`config.mk`:
```
export PLATFORM = sky130hd
export DESIGN_NAME = file_block_allocator_table
export DESIGN_NICKNAME = d
export VERILOG_FILES = /design/src/rtl/core/fba_pkg.sv /design/src/rtl/core/fba_ram.sv /design/src/rtl/core/fba_ctl.sv /design/src/rtl/core/fba_dp.sv /design/src/rtl/core/file_block_allocator_table.sv
export SDC_FILE = /design/constraint.sdc
export NUM_CORES = 2
export LEC_CHECK = 0
export ABC_AREA = 1
export BUFFER_PORTS_ARGS = -buffer_cell sky130_fd_sc_hd__buf_2
export CAP_MARGIN = 20
export CORE_ASPECT_RATIO = 1.2
export CORE_UTILIZATION = 45
export DETAILED_ROUTE_END_ITERATION = 12
export HOLD_SLACK_MARGIN = 0.1
export PLACE_DENSITY_LB_ADDON = 0.25
export SETUP_SLACK_MARGIN = 0.2
export SLEW_MARGIN = 5
export SYNTH_ARGS = -nofsm -noshare
export SYNTH_HDL_FRONTEND = slang
export SYNTH_SLANG_ARGS = --single-unit
export TNS_END_PERCENT = 50
```
`constraint.sdc`:
```
create_clock -name clk -period 10.09 [get_ports clk]
set_clock_uncertainty 0.2 [all_clocks]
set_input_delay 2.018 -clock clk [delete_from_list [all_inputs] [get_ports clk]]
set_output_delay 2.018 -clock clk [all_outputs]
set_load 0.05 [all_outputs]
```
`src/rtl/core/fba_pkg.sv`:
```
// Shared constants, codes and structs for the file block allocator table.
// No dependencies; imported by the controller, datapath and top level.
package fba_pkg;

  localparam int NUM_BLOCKS      = 128;
  localparam int NUM_ENTRIES     = 16;
  localparam int MAX_FILE_BLOCKS = 8;

  localparam int BLK_W   = $clog2(NUM_BLOCKS);
  localparam int ENT_W   = $clog2(NUM_ENTRIES);
  localparam int POS_W   = $clog2(MAX_FILE_BLOCKS);
  localparam int AVAIL_W = BLK_W + 1;

  localparam int CHUNK      = 8;
  localparam int CHUNK_W    = $clog2(CHUNK);
  localparam int NUM_CHUNKS = NUM_BLOCKS / CHUNK;
  localparam int CHK_W      = $clog2(NUM_CHUNKS);

  localparam int PTR_DEPTH = NUM_ENTRIES * MAX_FILE_BLOCKS;

  localparam int REQ_W  = 2;
  localparam int NAME_W = 64;
  localparam int CNT_W  = 4;
  localparam int STAT_W = 3;
  localparam int CFG_W  = 8;

  localparam logic [CNT_W-1:0] MAX_LEN = CNT_W'(MAX_FILE_BLOCKS);

  localparam logic [REQ_W-1:0] REQ_CREATE = 2'd0;
  localparam logic [REQ_W-1:0] REQ_DELETE = 2'd1;
  localparam logic [REQ_W-1:0] REQ_LOOKUP = 2'd2;

  localparam logic [STAT_W-1:0] ST_OK         = 3'd0;
  localparam logic [STAT_W-1:0] ST_NO_SPACE   = 3'd1;
  localparam logic [STAT_W-1:0] ST_TABLE_FULL = 3'd2;
  localparam logic [STAT_W-1:0] ST_NOT_FOUND  = 3'd3;
  localparam logic [STAT_W-1:0] ST_RANGE      = 3'd4;
  localparam logic [STAT_W-1:0] ST_TOO_LARGE  = 3'd5;

  typedef struct packed {
    logic [REQ_W-1:0]  req_type;
    logic [NAME_W-1:0] file_name;
    logic [CNT_W-1:0]  block_count;
    logic [CNT_W-1:0]  block_index;
  } fba_req_t;

  typedef struct packed {
    logic [STAT_W-1:0] status;
    logic [BLK_W-1:0]  block_number;
    logic [ENT_W-1:0]  entry_slot;
  } fba_rsp_t;

  typedef enum logic [1:0] {
    SLOT_NONE,
    SLOT_HELD,
    SLOT_SCAN
  } fba_slot_sel_t;

  typedef struct packed {
    logic              load;
    logic              count;
    logic              take_slot;
    logic              alloc;
    logic              commit;
    logic              search;
    logic              lookup_rd;
    logic              free_rd;
    logic              invalidate;
    logic              respond;
    logic [STAT_W-1:0] status;
    logic              use_blk;
    fba_slot_sel_t     slot_sel;
  } fba_cmd_t;

  typedef struct packed {
    logic [REQ_W-1:0] req_type;
    logic             too_large;
    logic             count_last;
    logic             no_space;
    logic             table_full;
    logic             alloc_done;
    logic             match;
    logic             scan_last;
    logic             range_bad;
    logic             free_more;
    logic             free_pend;
  } fba_stat_t;

endpackage

```
`src/rtl/core/fba_ram.sv`:
```
// Generic single-write, single-read RAM with registered read data.
// No dependencies.
module fba_ram #(
  parameter int WIDTH = 8,
  parameter int DEPTH = 16,
  localparam int AW   = $clog2(DEPTH)
) (
  input  logic             clk,
  input  logic             we,
  input  logic [AW-1:0]    waddr,
  input  logic [WIDTH-1:0] wdata,
  input  logic             re,
  input  logic [AW-1:0]    raddr,
  output logic [WIDTH-1:0] rdata
);

  logic [WIDTH-1:0] mem_r [DEPTH];
  logic [WIDTH-1:0] rdata_r;

  always_ff @(posedge clk) begin
    if (we) begin
      mem_r[waddr] <= wdata;
    end
    if (re) begin
      rdata_r <= mem_r[raddr];
    end
  end

  assign rdata = rdata_r;

endmodule

```
`src/rtl/core/fba_ctl.sv`:
```
// Controller state machine: sequences count, allocate, search, free and lookup.
// Depends on fba_pkg; drives the datapath through fba_cmd_t.
module fba_ctl (
  input  logic              clk,
  input  logic              rst_n,
  input  logic              start,
  output logic              busy,
  input  fba_pkg::fba_stat_t stat_i,
  output fba_pkg::fba_cmd_t  cmd_o
);
  import fba_pkg::*;

  typedef enum logic [2:0] {
    S_IDLE,
    S_DISPATCH,
    S_COUNT,
    S_CHECK,
    S_ALLOC,
    S_SEARCH,
    S_FREE,
    S_LOOKUP
  } state_t;

  state_t   state_r;
  state_t   state_nxt;
  fba_cmd_t cmd;

  always_comb begin
    cmd       = '0;
    state_nxt = state_r;
    unique case (state_r)
      S_IDLE: begin
        if (start) begin
          cmd.load  = 1'b1;
          state_nxt = S_DISPATCH;
        end
      end
      S_DISPATCH: begin
        priority if (stat_i.req_type == REQ_CREATE) begin
          if (stat_i.too_large) begin
            cmd.respond = 1'b1;
            cmd.status  = ST_TOO_LARGE;
            state_nxt   = S_IDLE;
          end else begin
            state_nxt = S_COUNT;
          end
        end else if (stat_i.req_type == REQ_DELETE || stat_i.req_type == REQ_LOOKUP) begin
          state_nxt = S_SEARCH;
        end else begin
          cmd.respond = 1'b1;
          cmd.status  = ST_NOT_FOUND;
          state_nxt   = S_IDLE;
        end
      end
      S_COUNT: begin
        cmd.count = 1'b1;
        if (stat_i.count_last) begin
          state_nxt = S_CHECK;
        end
      end
      S_CHECK: begin
        priority if (stat_i.no_space) begin
          cmd.respond = 1'b1;
          cmd.status  = ST_NO_SPACE;
          state_nxt   = S_IDLE;
        end else if (stat_i.table_full) begin
          cmd.respond = 1'b1;
          cmd.status  = ST_TABLE_FULL;
          state_nxt   = S_IDLE;
        end else begin
          cmd.take_slot = 1'b1;
          state_nxt     = S_ALLOC;
        end
      end
      S_ALLOC: begin
        if (stat_i.alloc_done) begin
          cmd.commit   = 1'b1;
          cmd.respond  = 1'b1;
          cmd.status   = ST_OK;
          cmd.slot_sel = SLOT_HELD;
          state_nxt    = S_IDLE;
        end else begin
          cmd.alloc = 1'b1;
        end
      end
      S_SEARCH: begin
        cmd.search = 1'b1;
        priority if (stat_i.match) begin
          priority if (stat_i.req_type == REQ_DELETE) begin
            state_nxt = S_FREE;
          end else if (stat_i.range_bad) begin
            cmd.respond  = 1'b1;
            cmd.status   = ST_RANGE;
            cmd.slot_sel = SLOT_SCAN;
            state_nxt    = S_IDLE;
          end else begin
            cmd.lookup_rd = 1'b1;
            state_nxt     = S_LOOKUP;
          end
        end else if (stat_i.scan_last) begin
          cmd.respond = 1'b1;
          cmd.status  = ST_NOT_FOUND;
          state_nxt   = S_IDLE;
        end else begin
          state_nxt = S_SEARCH;
        end
      end
      S_FREE: begin
        priority if (stat_i.free_more) begin
          cmd.free_rd = 1'b1;
        end else if (!stat_i.free_pend) begin
          cmd.invalidate = 1'b1;
          cmd.respond    = 1'b1;
          cmd.status     = ST_OK;
          cmd.slot_sel   = SLOT_HELD;
          state_nxt      = S_IDLE;
        end else begin
          state_nxt = S_FREE;
        end
      end
      S_LOOKUP: begin
        cmd.respond  = 1'b1;
        cmd.status   = ST_OK;
        cmd.use_blk  = 1'b1;
        cmd.slot_sel = SLOT_HELD;
        state_nxt    = S_IDLE;
      end
      default: begin
        state_nxt = S_IDLE;
      end
    endcase
  end

  always_ff @(posedge clk) begin
    if (!rst_n) begin
      state_r <= S_IDLE;
    end else begin
      state_r <= state_nxt;
    end
  end

  assign busy  = (state_r != S_IDLE);
  assign cmd_o = cmd;

`ifndef SYNTH
  a_respond_ends_item: assert property (@(posedge clk) disable iff (!rst_n)
    cmd.respond |=> state_r == S_IDLE)
    else $error("controller did not return to idle after a result");

  a_accept_dispatch: assert property (@(posedge clk) disable iff (!rst_n)
    (start && !busy) |=> state_r == S_DISPATCH)
    else $error("accepted item not dispatched");

  a_free_before_done: assert property (@(posedge clk) disable iff (!rst_n)
    cmd.invalidate |-> !stat_i.free_more && !stat_i.free_pend)
    else $error("entry released before all blocks were freed");
`endif

endmodule

```
`src/rtl/core/fba_dp.sv`:
```
// Datapath: block map, entry table, pointer RAM, scan counters and result register.
// Depends on fba_pkg and fba_ram; commanded by fba_ctl.
module fba_dp (
  input  logic                      clk,
  input  logic                      rst_n,
  input  fba_pkg::fba_req_t         in_req,
  input  logic                      cfg_we,
  input  logic [fba_pkg::CFG_W-1:0] cfg_data,
  input  fba_pkg::fba_cmd_t         cmd_i,
  output fba_pkg::fba_stat_t        stat_o,
  output logic                      out_strobe,
  output fba_pkg::fba_rsp_t         out_rsp
);
  import fba_pkg::*;

  logic [CFG_W-1:0]       reserved_r;
  logic [NUM_BLOCKS-1:0]  map_r;
  logic [NUM_ENTRIES-1:0] valid_r;
  logic [NAME_W-1:0]      name_r [NUM_ENTRIES];
  logic [CNT_W-1:0]       len_r  [NUM_ENTRIES];

  fba_req_t               req_r;
  logic [CHK_W-1:0]       chunk_r;
  logic [AVAIL_W-1:0]     avail_r;
  logic [ENT_W-1:0]       ent_r;
  logic [ENT_W-1:0]       slot_r;
  logic [CNT_W-1:0]       pos_r;
  logic [CNT_W-1:0]       flen_r;
  logic                   free_pend_r;
  logic                   out_strobe_r;
  fba_rsp_t               out_rsp_r;

  logic [CHUNK-1:0]       chunk_free;
  logic [CHUNK_W:0]       free_cnt;
  logic [CHUNK_W-1:0]     free_lo;
  logic                   chunk_any;
  logic [BLK_W-1:0]       alloc_blk;
  logic [ENT_W-1:0]       free_ent;
  logic                   ram_we;
  logic                   ram_re;
  logic [ENT_W+POS_W-1:0] ram_waddr;
  logic [ENT_W+POS_W-1:0] ram_raddr;
  logic [BLK_W-1:0]       ram_rdata;

  always_comb begin
    logic [BLK_W-1:0] bidx;
    chunk_free = '0;
    free_cnt   = '0;
    free_lo    = '0;
    for (int k = 0; k < CHUNK; k++) begin
      bidx          = {chunk_r, CHUNK_W'(k)};
      chunk_free[k] = !(AVAIL_W'(bidx) < reserved_r) && !map_r[bidx];
    end
    for (int k = 0; k < CHUNK; k++) begin
      free_cnt = free_cnt + (CHUNK_W + 1)'(chunk_free[k]);
    end
    for (int k = CHUNK - 1; k >= 0; k--) begin
      if (chunk_free[k]) begin
        free_lo = CHUNK_W'(k);
      end
    end
  end

  assign chunk_any = |chunk_free;
  assign alloc_blk = {chunk_r, free_lo};

  always_comb begin
    free_ent = '0;
    for (int e = NUM_ENTRIES - 1; e >= 0; e--) begin
      if (!valid_r[e]) begin
        free_ent = ENT_W'(e);
      end
    end
  end

  assign ram_we    = cmd_i.alloc && chunk_any;
  assign ram_waddr = {slot_r, pos_r[POS_W-1:0]};
  assign ram_re    = cmd_i.lookup_rd || cmd_i.free_rd;
  assign ram_raddr = cmd_i.lookup_rd ? {ent_r, req_r.block_index[POS_W-1:0]}
                                     : {slot_r, pos_r[POS_W-1:0]};

  fba_ram #(
    .WIDTH(BLK_W),
    .DEPTH(PTR_DEPTH)
  ) u_ptr_ram (
    .clk  (clk),
    .we   (ram_we),
    .waddr(ram_waddr),
    .wdata(alloc_blk),
    .re   (ram_re),
    .raddr(ram_raddr),
    .rdata(ram_rdata)
  );

  always_comb begin
    stat_o            = '0;
    stat_o.req_type   = req_r.req_type;
    stat_o.too_large  = req_r.block_count > MAX_LEN;
    stat_o.count_last = (chunk_r == CHK_W'(NUM_CHUNKS - 1));
    stat_o.no_space   = avail_r < AVAIL_W'(req_r.block_count);
    stat_o.table_full = &valid_r;
    stat_o.alloc_done = (pos_r == req_r.block_count);
    stat_o.match      = valid_r[ent_r] && (name_r[ent_r] == req_r.file_name);
    stat_o.scan_last  = (ent_r == ENT_W'(NUM_ENTRIES - 1));
    stat_o.range_bad  = (req_r.block_index >= len_r[ent_r]) ||
                        (req_r.block_index >= MAX_LEN);
    stat_o.free_more  = pos_r < flen_r;
    stat_o.free_pend  = free_pend_r;
  end

  always_ff @(posedge clk) begin
    if (!rst_n) begin
      reserved_r   <= CFG_W'(1);
      map_r        <= '0;
      valid_r      <= '0;
      free_pend_r  <= 1'b0;
      out_strobe_r <= 1'b0;
    end else begin
      if (cfg_we) begin
        reserved_r <= cfg_data;
      end
      if (ram_we) begin
        map_r[alloc_blk] <= 1'b1;
      end
      if (free_pend_r) begin
        map_r[ram_rdata] <= 1'b0;
      end
      if (cmd_i.commit) begin
        valid_r[slot_r] <= 1'b1;
      end
      if (cmd_i.invalidate) begin
        valid_r[slot_r] <= 1'b0;
      end
      free_pend_r  <= cmd_i.free_rd;
      out_strobe_r <= cmd_i.respond;
    end
  end

  always_ff @(posedge clk) begin
    if (cmd_i.load) begin
      req_r   <= in_req;
      chunk_r <= '0;
      avail_r <= '0;
      ent_r   <= '0;
      pos_r   <= '0;
    end
    if (cmd_i.count) begin
      avail_r <= avail_r + AVAIL_W'(free_cnt);
      chunk_r <= chunk_r + CHK_W'(1);
    end
    if (cmd_i.take_slot) begin
      slot_r  <= free_ent;
      chunk_r <= '0;
    end
    if (cmd_i.alloc) begin
      if (chunk_any) begin
        pos_r <= pos_r + CNT_W'(1);
      end else begin
        chunk_r <= chunk_r + CHK_W'(1);
      end
    end
    if (cmd_i.search) begin
      if (stat_o.match) begin
        slot_r <= ent_r;
        flen_r <= len_r[ent_r];
      end
      ent_r <= ent_r + ENT_W'(1);
    end
    if (cmd_i.free_rd) begin
      pos_r <= pos_r + CNT_W'(1);
    end
    if (cmd_i.commit) begin
      name_r[slot_r] <= req_r.file_name;
      len_r[slot_r]  <= req_r.block_count;
    end
    if (cmd_i.respond) begin
      out_rsp_r.status       <= cmd_i.status;
      out_rsp_r.block_number <= cmd_i.use_blk ? ram_rdata : '0;
      unique case (cmd_i.slot_sel)
        SLOT_HELD: out_rsp_r.entry_slot <= slot_r;
        SLOT_SCAN: out_rsp_r.entry_slot <= ent_r;
        default:   out_rsp_r.entry_slot <= '0;
      endcase
    end
  end

  assign out_strobe = out_strobe_r;
  assign out_rsp    = out_rsp_r;

`ifndef SYNTH
  a_alloc_free_block: assert property (@(posedge clk) disable iff (!rst_n)
    ram_we |-> !map_r[alloc_blk] && !(AVAIL_W'(alloc_blk) < reserved_r))
    else $error("allocated a block that is in use");

  a_free_no_alloc: assert property (@(posedge clk) disable iff (!rst_n)
    free_pend_r |-> !ram_we)
    else $error("block free overlaps an allocation");

  a_commit_full: assert property (@(posedge clk) disable iff (!rst_n)
    cmd_i.commit |-> pos_r == req_r.block_count && !valid_r[slot_r])
    else $error("entry committed with missing blocks or over a live entry");
`endif

endmodule

```
`src/rtl/core/file_block_allocator_table.sv`:
```
// An unknown request or an oversized create is answered from dispatch. A create counts free
// blocks over all 8-block chunks, answers no space or full table, else allocates its blocks,
// skipping chunks with no free block. Lookup and delete search the entries in order; delete
// frees each block of the file; a name not found is answered after the last entry. Busy
// drops with the strobe; the receiver cannot stall. Synchronous reset clears the block map
// and entry valid bits and sets reserved_blocks to 1; there is no clearing pass.
module file_block_allocator_table (
  input  logic                      clk,
  input  logic                      rst_n,
  input  logic                      start,
  output logic                      busy,
  input  fba_pkg::fba_req_t         in_req,
  output logic                      out_strobe,
  output fba_pkg::fba_rsp_t         out_rsp,
  input  logic                      cfg_valid,
  output logic                      cfg_ready,
  input  logic [fba_pkg::CFG_W-1:0] cfg_data
);
  import fba_pkg::*;

  fba_cmd_t  cmd;
  fba_stat_t stat;
  logic      cfg_we;

  assign cfg_ready = 1'b1;
  assign cfg_we    = cfg_valid && cfg_ready;

  fba_ctl u_ctl (
    .clk   (clk),
    .rst_n (rst_n),
    .start (start),
    .busy  (busy),
    .stat_i(stat),
    .cmd_o (cmd)
  );

  fba_dp u_dp (
    .clk       (clk),
    .rst_n     (rst_n),
    .in_req    (in_req),
    .cfg_we    (cfg_we),
    .cfg_data  (cfg_data),
    .cmd_i     (cmd),
    .stat_o    (stat),
    .out_strobe(out_strobe),
    .out_rsp   (out_rsp)
  );

endmodule
```
==> impl_metrics.tcl <==
set metrics [dict create \
    min_to "u_dp.map_r[28]" \
    synthTopCellsByArea "edfxtp_1, nand2_1, nand3_1" \
    initial_core_util_pct 45.3 \
    ctsHoldBuffers 0 \
    synthMuxAreaShare_pct 0 \
    cpPeakStageDelay_ns 0.82 \
    relSlewSlack_pct 22.2 \
    chipWidth_um 430 \
    syn_area_mm2 0.0988 \
    core-area_mm2 0.218 \
    synth-edff-count 2095 \
    max_freq_mhz 130 \
    synth_top_flop_cell "edfxtp_1" \
    hold_class "reg -> reg" \
    ff_latch_area_mm2 0.0664 \
    ctsResizeCount 0 \
    synth-simple-area-share_pct 20.6 \
    io_pins 103 \
    rsz0062_at_grt "false" \
    power_w 0.0284 \
    clockRootBuffer "clkbuf_16" \
    synth_compound_area_share_pct 4.63 \
    regToRegSetupSlack_ns 2.38 \
    finalCritPeriodShare_pct 76.4 \
    hold_violations 0 \
    path_delay_family "simple AND/OR/NAND/NOR gates" \
    tns_ns 0 \
    synth.net_count 9657 \
    dp_hpwl_mm 157 \
    synth_cells 9532 \
    cts_inserted_buffers 223 \
    dieArea_mm2 0.221 \
    cts_num_sinks 2268 \
    synth_top_family_by_area "simple AND/OR/NAND/NOR gates" \
    fin_hold_ws_ns 0.252 \
    slowest_stage "nand2_8" \
    status "finished, final reports clean" \
    synth_xor_area_share_pct 0.0621 \
    viasPerCell 5.52 \
    die_y_um 515 \
    first_pass_iters 6 \
    routabilityCongestion 0.900 \
    grt_max_degree 193 \
    hold_start "u_dp.map_r[28]" \
    cp_common_cell "nand2_1" \
    grt-ovfl-total 0 \
    synth_area_per_cell_um2 10.4 \
    power_leakage_nw 42.5 \
    area_growth_pct 10.5 \
    grt_pass1_wl_mm 420 \
    setup_viol 0 \
    detail-route-antenna-nets 0 \
    cp-start-kind "flip-flop" \
    synth.top_cell.area_share_pct 63.7 \
    critical_path_buf_inv_count 2 \
    cts_setup_buffers 0 \
    multi_input_area_mm2 0.0257 \
    ys_ff_latch 2268 \
    final_layout_size_suffix_gt1_share_pct 6.46 \
    clk_latency_ns 0.88 \
    nNetsFinal 9583 \
    tightest_slew_ns 1.17 \
    grt_pass1_vias 66340 \
    ir_worst_vdd_mv 0.240 \
    post-route-min-period_ns 7.71 \
    n_fill_cell 19346 \
    yosysSeqAreaShare_pct 67.2 \
    synth_cell_type_count 58 \
    fin_ws_ns 2.38 \
    worstPathMaxFanout 184 \
    place_ws_ns 2.63 \
    required_ns 10.52 \
    worstReg2RegEnd "u_dp.u_ptr_ram.rdata[4]" \
    placed_cells 12082 \
    num_rows 188 \
    synth_fa_ha_area_share_pct 0.532 \
    yosysTopAreaCell "edfxtp_1" \
    synthArstFlopShare_pct 0 \
    crit_arrival_ns 8.14 \
    cts_tree "yes" \
    route.final.wire_length_mm 282 \
    drcViolationCount 0 \
    cts_max_path_buffers 3 \
    r2r_cells 27 \
    cap_viol_max_count 0 \
    crit_type "reg -> reg" \
    ctsHtreeMaxLevel 4 \
    cp-end-kind "flip-flop" \
    drt_iter0_drc 7612 \
    worstHoldPathCells 2 \
    final_cells 12503 \
    antenna_found_initial 10 \
    post_drt_wl_per_cell_um 22.6 \
    finalMaxSlewViolations 0 \
    num_vias 69036 \
    path_clk_slew_ns 0.06 \
    p_per_area_mw_per_mm2 260 \
    yosysWarningCount 0 \
    numPortBuffers 101 \
    grt_usage_pct 25.1 \
]
-- how the worst max path moves through the flow --
| stage | from | to | slack [ns] | cells after the start |
|---|---|---|---|---|
| after CTS | flip-flop | u_dp.u_ptr_ram.rdata[1] | 2.60 | 27 |
| after floorplan | u_dp.chunk_r[0] | u_dp.map_r[101] | 1.42 | 19 |
| after global placement | flip-flop | u_dp.u_ptr_ram.rdata[1] | 2.75 | 27 |
| final | flip-flop | u_dp.u_ptr_ram.rdata[4] | 2.38 | 27 |
| after detailed placement | flip-flop | u_dp.u_ptr_ram.rdata[1] | 2.63 | 28 |
| after global routing | flip-flop | u_dp.u_ptr_ram.rdata[6] | 2.08 | 28 |
-- kinds of logic (layout without fill, tap and decap cells) --
| family | count (synthesis) | in the layout |
|---|---|---|
| other | 1 | 6 |
| buffers and inverters | 1690 | 1806 |
| XOR/XNOR | 7 | 7 |
| adder cells (fa/ha/maj) | 39 | 39 |
| AO/OA/AOI/OAI | 789 | 789 |
| flip-flops | 2268 | 2268 |
| AND/OR/NAND/NOR | 4738 | 4738 |
-- worst reg2reg max path: cells and delay by family, from the launching register on --
family / cells / cell delay [ns]
flip-flops: 1 / 0.81
AND/OR/NAND/NOR: 25 / 5.04
buffers and inverters: 2 / 1.42
-- cell type report --
cell class / instances / share of cell area [%]
Multi-Input combinational cell: 5574 / 23.6
Inverter: 1184 / 4.11
Tap cell: 2850 / 3.27
Clock buffer: 260 / 5.27
Clock inverter: 155 / 1.55
Antenna cell: 5 / 0.0115
Timing Repair Buffer: 207 / 1.40
Sequential cell: 2268 / 60.8
-- registers in the layout (all words and copies together) (netlist names), 14 cells and up, named ones only --
| name | flops |
|---|---|
| u_dp.name_r | 1024 |
| u_dp.u_ptr_ram.mem_r | 896 |
| u_dp.map_r | 128 |
| u_dp.req_r | 72 |
| u_dp.len_r | 64 |
| u_dp.valid_r | 16 |
| u_dp.out_rsp | 14 |
-- Yosys cell counts (all sizes together) (10+ instances only) --
| cell type | count |
|---|---|
| clkinv | 10 |
| nand3b | 163 |
| o221ai | 13 |
| nand3 | 1449 |
| o211a | 23 |
| buf | 360 |
| o211ai | 69 |
| clkbuf | 146 |
| a21oi | 178 |
| ha | 34 |
| nand4 | 20 |
| nand2 | 2291 |
| o21ai | 412 |
| nor2 | 777 |
| nor3 | 18 |
| o221a | 23 |
| edfxtp | 2095 |
| o22ai | 40 |
| inv | 1174 |
| or2 | 10 |
| dfxtp | 173 |
-- stage by stage --
stage	area (um2)	util, %
final	109000	50.0
after global routing	109000	50.0
after CTS	109000	50.0
after detailed placement	102000	46.6
after global placement	102000	46.6
after floorplan	98800	-
-- routing by layer --
layer | track usage [%] | part of all wire, %
met1 | 33.0 | 40
met2 | 41.9 | 48
met3 | 3.30 | 7.5
met4 | 10.3 | 4.0
met5 | 0 | 0.0046
-- cells in the final DEF (no fill, tap or decap), types with 8 or more instances in the layout --
cell and n:
nand2_1 2286, edfxtp_1 2095, nand3_1 1448, inv_1 1157
nor2_1 758, o21ai_0 342, clkbuf_16 224, a21oi_1 176
dfxtp_1 165, nand3b_1 163, buf_2 100, buf_4 90
o211ai_1 69, o21ai_1 69, clkinv_1 60, clkinv_2 48
o22ai_1 40, clkbuf_1 35, ha_1 34, bufinv_16 30
o211a_1 23, o221a_2 23, nand4_1 19, nor2_4 18
buf_12 16, nor3_1 15, o221ai_1 13, inv_2 10
dfxtp_4 8
-- power breakdown --
group          total, W  internal (W)  switching (W)
logic           0.00770       0.00184        0.00586
registers        0.0122        0.0116       0.000658
clock network   0.00851       0.00485        0.00365
total            0.0284        0.0183         0.0102
Power figures use the tool's default switching activity.
